<file path="src/mksd_pkg.sv">
// Types and fixed widths for the keypad scanner.
package mksd_pkg;

  localparam int IN_W  = 4;   // column level input width
  localparam int DRV_W = 4;   // row drive output width
  localparam int KEY_W = 5;   // key number output width
  localparam int CNT_W = 8;   // debounce counter / debounce limit width

  localparam logic [CNT_W-1:0] DEB_LIMIT_RST = 8'd5;

  typedef enum logic [1:0] {
    ST_IDLE,
    ST_FILTER,
    ST_EMIT
  } st_t;

endpackage

</file>
<file path="src/mksd_ram.sv">
// Generic simple dual-port RAM with registered read.
module mksd_ram #(
  parameter int W = 8,
  parameter int D = 16
) (
  input  logic                 clk,
  input  logic                 we,
  input  logic [$clog2(D)-1:0] waddr,
  input  logic [W-1:0]         wdata,
  input  logic [$clog2(D)-1:0] raddr,
  output logic [W-1:0]         rdata
);

  logic [W-1:0] mem [D];

  always_ff @(posedge clk) begin
    if (we) begin
      mem[waddr] <= wdata;
    end
    rdata <= mem[raddr];
  end

endmodule

</file>
<file path="src/matrix_keypad_scan_debounce.sv">
// Keypad matrix scanner with per-key integrating debounce, top level.
//
//  channel | ports                               | handshake
//  --------+-------------------------------------+-------------------
//  cfg     | cfg_we, cfg_wdata (debounce limit)  | write on cfg_we
//  in      | in_column_levels                    | in_valid / in_stall
//  out     | out_row_drive, out_key_number       | out_valid / out_stall
//
// A tick on rows 0..ROWS-2 stores the row samples and yields its result the
// cycle after acceptance. A tick on the last row starts a filter pass over the
// counter RAM, one key per cycle with read/modify/write pipelined over the
// RAM read latency; the result follows from the emit state after the pass.
// Reset is synchronous; per-key valid bits stand in for clearing the counter
// RAM, so no sweep follows reset. A stalled result holds the input stalled.
module matrix_keypad_scan_debounce import mksd_pkg::*; #(
  parameter int ROWS = 4,
  parameter int COLS = 4
) (
  input  logic             clk,
  input  logic             rst_n,
  input  logic             cfg_we,
  input  logic [CNT_W-1:0] cfg_wdata,
  input  logic             in_valid,
  output logic             in_stall,
  input  logic [IN_W-1:0]  in_column_levels,
  output logic             out_valid,
  input  logic             out_stall,
  output logic [DRV_W-1:0] out_row_drive,
  output logic [KEY_W-1:0] out_key_number
);

  localparam int NKEYS = ROWS * COLS;
  localparam int KA    = $clog2(NKEYS);
  localparam int RA    = $clog2(ROWS);
  localparam int CA    = $clog2(COLS);
  localparam int KW    = $clog2(NKEYS + 1);

  st_t state_r, state_nxt;

  logic [CNT_W-1:0] deb_limit_r;
  logic [RA-1:0]    row_r, row_nxt, row_inc;
  logic             last_row;

  logic             iss_busy_r, iss_busy_nxt;
  logic [KA-1:0]    iss_key_r, iss_key_nxt;
  logic [RA-1:0]    iss_row_r, iss_row_nxt;
  logic [CA-1:0]    iss_col_r, iss_col_nxt;
  logic             s1_v_r;
  logic [KA-1:0]    s1_key_r;
  logic [CA-1:0]    s1_col_r;
  logic             s1_last;

  logic [NKEYS-1:0] valid_r;
  logic [KW-1:0]    first_r, first_nxt;
  logic [KEY_W-1:0] key_num_r, key_num_nxt;

  logic             out_valid_r, out_valid_nxt;
  logic [DRV_W-1:0] out_drv_r, out_drv_nxt;
  logic [KEY_W-1:0] out_key_r, out_key_nxt;

  logic             in_acc, out_free, start_pass, load_acc, load_emit;

  logic [COLS+IN_W-1:0] lv_ext;
  logic [COLS-1:0]      raw_wdata, raw_rdata;
  logic [CNT_W:0]       cnt_wdata, cnt_rdata;
  logic [CNT_W-1:0]     cnt_cur, cnt_new;
  logic                 prs_cur, prs_new, smp;

  // One-hot drive, masked to the output width
  function automatic logic [DRV_W-1:0] drive_of(input logic [RA-1:0] r);
    logic [DRV_W-1:0] d;
    for (int i = 0; i < DRV_W; i++) begin
      d[i] = (int'(r) == i);
    end
    return d;
  endfunction

  assign last_row = (row_r == RA'(ROWS - 1));
  assign row_inc  = last_row ? '0 : row_r + RA'(1);
  assign in_acc   = in_valid & ~in_stall;
  assign out_free = ~out_valid_r | ~out_stall;
  assign s1_last  = s1_v_r & (s1_key_r == KA'(NKEYS - 1));

  // Next state
  always_comb begin
    state_nxt = state_r;
    unique case (state_r)
      ST_IDLE:   if (in_acc && last_row) state_nxt = ST_FILTER;
      ST_FILTER: if (s1_last) state_nxt = ST_EMIT;
      ST_EMIT:   if (out_free) state_nxt = ST_IDLE;
      default:   state_nxt = ST_IDLE;
    endcase
  end

  // State outputs
  always_comb begin
    in_stall   = 1'b1;
    load_emit  = 1'b0;
    unique case (state_r)
      ST_IDLE:   in_stall  = ~out_free;
      ST_FILTER: in_stall  = 1'b1;
      ST_EMIT:   load_emit = out_free;
      default:   in_stall  = 1'b1;
    endcase
    start_pass = in_acc & last_row;
    load_acc   = in_acc & ~last_row;
  end

  // Raw samples: one RAM row per matrix row, columns past the input read low
  assign lv_ext    = (COLS + IN_W)'(in_column_levels);
  assign raw_wdata = lv_ext[COLS-1:0];
  assign row_nxt   = in_acc ? row_inc : row_r;

  mksd_ram #(.W(COLS), .D(ROWS)) u_raw (
    .clk   (clk),
    .we    (in_acc),
    .waddr (row_r),
    .wdata (raw_wdata),
    .raddr (iss_row_r),
    .rdata (raw_rdata)
  );

  // Filter pass read side: walk keys in row-major order
  always_comb begin
    iss_busy_nxt = iss_busy_r;
    iss_key_nxt  = iss_key_r;
    iss_row_nxt  = iss_row_r;
    iss_col_nxt  = iss_col_r;
    if (start_pass) begin
      iss_busy_nxt = 1'b1;
      iss_key_nxt  = '0;
      iss_row_nxt  = '0;
      iss_col_nxt  = '0;
    end else if (iss_busy_r) begin
      iss_key_nxt = iss_key_r + KA'(1);
      if (iss_col_r == CA'(COLS - 1)) begin
        iss_col_nxt = '0;
        iss_row_nxt = iss_row_r + RA'(1);
      end else begin
        iss_col_nxt = iss_col_r + CA'(1);
      end
      if (iss_key_r == KA'(NKEYS - 1)) begin
        iss_busy_nxt = 1'b0;
      end
    end
  end

  // Counter and pressed flag per key, {pressed, counter}
  mksd_ram #(.W(CNT_W + 1), .D(NKEYS)) u_cnt (
    .clk   (clk),
    .we    (s1_v_r),
    .waddr (s1_key_r),
    .wdata (cnt_wdata),
    .raddr (iss_key_r),
    .rdata (cnt_rdata)
  );

  // Integrating filter step; never-written entries read as zero
  always_comb begin
    cnt_cur = valid_r[s1_key_r] ? cnt_rdata[CNT_W-1:0] : '0;
    prs_cur = valid_r[s1_key_r] ? cnt_rdata[CNT_W] : 1'b0;
    smp     = raw_rdata[s1_col_r];
    cnt_new = cnt_cur;
    prs_new = prs_cur;
    if (smp) begin
      if (cnt_cur < deb_limit_r) cnt_new = cnt_cur + CNT_W'(1);
      else                       prs_new = 1'b1;
    end else begin
      if (cnt_cur != '0) cnt_new = cnt_cur - CNT_W'(1);
      else               prs_new = 1'b0;
    end
    cnt_wdata = {prs_new, cnt_new};
  end

  // First pressed key over the pass
  always_comb begin
    first_nxt   = first_r;
    key_num_nxt = key_num_r;
    if (start_pass) begin
      first_nxt = '0;
    end else if (s1_v_r && first_r == '0 && prs_new) begin
      first_nxt = KW'(s1_key_r) + KW'(1);
    end
    if (s1_last) begin
      key_num_nxt = KEY_W'(first_nxt);
    end
  end

  // Result register
  always_comb begin
    out_valid_nxt = out_valid_r;
    out_drv_nxt   = out_drv_r;
    out_key_nxt   = out_key_r;
    if (load_acc) begin
      out_valid_nxt = 1'b1;
      out_drv_nxt   = drive_of(row_inc);
      out_key_nxt   = key_num_r;
    end else if (load_emit) begin
      out_valid_nxt = 1'b1;
      out_drv_nxt   = drive_of(row_r);
      out_key_nxt   = key_num_r;
    end else if (out_valid_r && !out_stall) begin
      out_valid_nxt = 1'b0;
    end
  end

  // Control registers
  always_ff @(posedge clk) begin
    if (!rst_n) begin
      state_r     <= ST_IDLE;
      deb_limit_r <= DEB_LIMIT_RST;
      row_r       <= '0;
      iss_busy_r  <= 1'b0;
      s1_v_r      <= 1'b0;
      valid_r     <= '0;
      key_num_r   <= '0;
      out_valid_r <= 1'b0;
    end else begin
      state_r     <= state_nxt;
      row_r       <= row_nxt;
      iss_busy_r  <= iss_busy_nxt;
      s1_v_r      <= iss_busy_r;
      key_num_r   <= key_num_nxt;
      out_valid_r <= out_valid_nxt;
      if (cfg_we) begin
        deb_limit_r <= cfg_wdata;
      end
      if (s1_v_r) begin
        valid_r[s1_key_r] <= 1'b1;
      end
    end
  end

  // Payload registers
  always_ff @(posedge clk) begin
    iss_key_r <= iss_key_nxt;
    iss_row_r <= iss_row_nxt;
    iss_col_r <= iss_col_nxt;
    s1_key_r  <= iss_key_r;
    s1_col_r  <= iss_col_r;
    first_r   <= first_nxt;
    out_drv_r <= out_drv_nxt;
    out_key_r <= out_key_nxt;
  end

  assign out_valid      = out_valid_r;
  assign out_row_drive  = out_drv_r;
  assign out_key_number = out_key_r;

endmodule

</file>
<file path="config.mk">
export PLATFORM = sky130hd
export DESIGN_NAME = matrix_keypad_scan_debounce
export DESIGN_NICKNAME = d
export VERILOG_FILES = /design/src/mksd_pkg.sv /design/src/mksd_ram.sv /design/src/matrix_keypad_scan_debounce.sv
export SDC_FILE = /design/constraint.sdc
export NUM_CORES = 1
export LEC_CHECK = 0
export BUFFER_PORTS_ARGS = -buffer_cell sky130_fd_sc_hd__buf_2
export CAP_MARGIN = 20
export CORE_UTILIZATION = 55
export DETAILED_ROUTE_END_ITERATION = 10
export PLACE_DENSITY_LB_ADDON = 0.25
export SLEW_MARGIN = 15
export SYNTH_ARGS = -nofsm -noshare
export SYNTH_HDL_FRONTEND = slang
export SYNTH_SLANG_ARGS = --single-unit
</file>
<file path="constraint.sdc">
create_clock -name clk -period 10.9 [get_ports clk]
set_input_delay 1.09 -clock clk [delete_from_list [all_inputs] [get_ports clk]]
set_output_delay 1.09 -clock clk [all_outputs]
set_load 0.005 [all_outputs]
</file>
==> summary.txt <==
Run status
  – Outcome: finished, final reports clean

Logic synthesis
  – Count of cell types in the netlist: 57
  – Post-Synthesis Mean Instance Area: 16.0 um2
  – Syn Std Cell Area: 9570 um2
  – Top cells by count, synth: edfxtp_1 (169), dfxtp_1 (68), mux4_2 (53), nand2_1 (40), nor2_1 (30)
  – Synthesized instance count: 597
  – Post-synth top flop: edfxtp_1
  – FFs w/ async S/R, synth: 0%
  – Library cell with the highest instance count after synthesis: edfxtp_1
  – Number of warnings issued by yosys: 0
  – Synth area leader: edfxtp_1
  – Synthesized netlist net count: 634
  – Number of enable flip-flop cells after synthesis: 169
  – Sequential share of the synthesized area: 67.2%
  – Flops & latches, synth: 237
  – Share of the synthesized area in the top cell type: 53.0%
  – Top cells by area, synth: edfxtp_1 (53%), dfxtp_1 (14%), mux4_2 (12%)

Setup path
  – R2r setup slk: 6.21 ns
  – Ordered cell list for the critical path: mux4_1 -> mux2i_1 -> mux2i_1 -> buf_4 -> and2_1 -> ha_1 -> a21o_1 -> a21o_1 -> a211o_1 -> o22ai_4 -> nor3b_4 -> mux2i_1 -> a211oi_2
  – Sum of buffers and inverters on the critical path: 1
  – Worst path required time: 11.07 ns
  – Master of the slowest instance on the critical path: a211oi_2
  – Dominant delay contributor by cell family on the critical path: compound AO/OA/AOI/OAI gates
  – Kind of start point of the critical path: register
  – Worst path most repeated cell: mux2i_1
  – Worst Path Arrival: 4.86 ns
  – Critical Path Sink Type: register
  – Largest stage delay on the critical path: 0.77 ns
  – Count of cell instances traversed by the critical path: 13
  – Crit-path max FO: 16
  – Depth of the most critical reg-to-reg path: 13
  – End of the critical path: u_cnt.mem[15][7]
  – Worst reg2reg endpoint: u_cnt.mem[15][7]
  – Reg-to-reg startpoint: s1_key_r[2]
  – Worst setup path startpoint: s1_key_r[2]
  – WS Path Type: register to register

STA
  – Hold violation total from the final report: 0
  – Worst path setup slack after routing: 6.21 ns
  – Unrepaired setup endpoints after global routing: no
  – Time the worst path needs with I/O delays and setup: 4.69 ns
  – Slew at the pin with the worst max-slew slack: 1.11 ns
  – Number of endpoints failing setup at the final stage: 0
  – Max transition margin: 25.6%
  – Setup TNS: 0 ns
  – Fmax achieved: 0.213 GHz
  – Max Slew Vio Count: 0
  – Clock Skews: 0.0135 ns
  – Share of the clock period used by the worst path: 43.0%

Placement
  – DP Wirelength: 12,300 um
  – Weighted congestion at the end of routability-driven global placement: 0.868
  – Count of input and output buffers: 27
  – Setup Slack @ Placement: 6.32 ns

Clock network
  – Cell chosen for the clock root: clkbuf_16
  – CTS tree: built
  – Total clock sinks: 237
  – Clock-pin slew of the registers on the worst-case setup and hold paths: 0.06 ns
  – Hold Buf Count CTS: 0
  – Post-CTS Resized: 0
  – Total number of H-tree levels: 1
  – Clock latency of the later-clocked register in the worst-skew pair: 0.50 ns
  – Clock buffer depth: 3
  – Number of buffers added by the clock tree synthesis step: 23
  – Setup bufs post-CTS: 0

Pwr
  – Cell Pwr Density: 231 nW/um2
  – Peak VDD IR: 129 uV
  – LEAKAGE: 0.00388 uW

Hold path
  – Class of the tightest hold or removal check: register to register
  – Worst Hold Depth: 0

Global routing
  – Global routing usage summed across all routing layers: 23.3%
  – Vias in the first global route: 5,372
  – Maximum number of pins on one net before global-route repair: 32
  – First-pass GRT wire length: 30,700 um
  – Congestion Overflow GR: 0
  – Antenna violations before repair: 1

Final layout
  – Diodes inserted: 0
  – Share of post-route cells with drive strength above 1: 21.1%
  – Layout-stage area growth over the synthesis result: 11.5%
  – Number of fillers in the final layout: 1,161
  – Final layout net count: 666

Die
  – Die Area: 17,900 um2
  – Effective utilization at floorplan: 57.1%
  – Die boundary width: 134 um
  – Io pins: 28
  – Die outline height: 134 um
  – Total core area: 16,800 um2
  – Site Rows: 47

Flow run
  – Maximum Capacitance Violations: 0

Detailed routing
  – Number of DRC markers after the initial detailed-route iteration: 558
  – Antenna-violating nets left: 0
  – Via-to-Cell Ratio: 6.01
  – Routed Wire Length: 19,700 um
  – Detailed-route wire length per cell: 22.8 um
  – Residual DRC: 0
  – Total number of vias: 5,201
  – DRT Pass-1 Iters: 4
through the flow:
step,instance area [um2],hold slack (ns),instances,utilization [%],power (uW)
after global placement,9900,0.365,821,59.1,1700
final,10700,0.383,865,63.7,2470
after floorplan,9570,0.354,597,-,1580
after CTS,10600,0.384,862,63.5,2490
after detailed placement,9900,0.376,821,59.1,1720
after global routing,10700,0.392,865,63.7,2570
cell usage in the layout, fill, tap and decap left out, drive strengths merged, types with 9 or more instances in the layout:
cell    Yosys  routed
clkbuf     17      35
nand2      41      41
and2       25      25
mux2i      14      14
nand3       9       9
o21a       15      15
dfxtp      68      68
mux4       54      54
edfxtp    169     169
o21ai      13      13
buf        11      35
inv        23      23
a21oi      10      10
nor2       30      30
ha         20      20
worst min-delay path by stage:
stage               slack, ns     endpoint    startpoint
finish                   0.38  s1_col_r[1]  iss_col_r[1]
global route             0.39  s1_col_r[1]  iss_col_r[1]
CTS                      0.38  s1_col_r[1]  iss_col_r[1]
detailed placement       0.38  s1_col_r[1]  iss_col_r[1]
global placement         0.37  s1_col_r[1]  iss_col_r[1]
floorplan                0.35  s1_col_r[1]  iss_col_r[1]
flip-flops by register name, indices dropped and copies added (netlist names), 2 cells and up:
name	flops
u_cnt.mem	144
row_r	2
deb_limit_r	8
first_r	5
key_num_r	5
iss_row_r	2
iss_col_r	2
out_key_number	5
out_row_drive	4
iss_key_r	4
u_cnt.rdata	9
state_r	2
s1_col_r	2
s1_key_r	4
u_raw.rdata	4
u_raw.mem	16
valid_r	16
report_power, final:
part,internal (uW),switching [uW],leakage (uW)
Clock,460,313,0.000370
Sequential,1080,128,0.00217
Combinational,254,231,0.00134
Total,1800,672,0.00388
layer usage:
layer  vias up  global-route usage (%)  wire length, um
met5         -                       0                0
met4         0                    9.85              796
met3        55                    4.04             1210
met2       185                    38.2             9550
met1      2605                    30.8             8190
li1       2356                       -                -
cell families after synthesis:
family | share of synthesized area (%)
AND/OR/NAND/NOR | 7.16
adder cells (fa/ha/maj) | 2.61
XOR/XNOR | 1.19
multiplexers | 14.2
AO/OA/AOI/OAI | 5.44
flip-flops | 67.2
buffers and inverters | 2.16
area by class of cell:
class,count,area [um2],share of cell area [%]
Timing Repair Buffer,35,193,1.80
Clock inverter,6,53.8,0.504
Sequential cell,237,6440,60.3
Clock buffer,35,692,6.48
Multi-Input combinational cell,309,2940,27.5
Tap cell,220,275,2.58
Inverter,23,86.3,0.809
worst register-to-register path, cell delays in order (launching register included):
cell and delay, ns:
dfxtp_1 0.60, mux4_1 0.62, mux2i_1 0.19, mux2i_1 0.10, buf_4 0.20, and2_1 0.18
ha_1 0.30, a21o_1 0.17, a21o_1 0.19, a211o_1 0.32, o22ai_4 0.29, nor3b_4 0.33
mux2i_1 0.12, a211oi_2 0.77
Note: power is estimated with default switching activity, not from simulation.
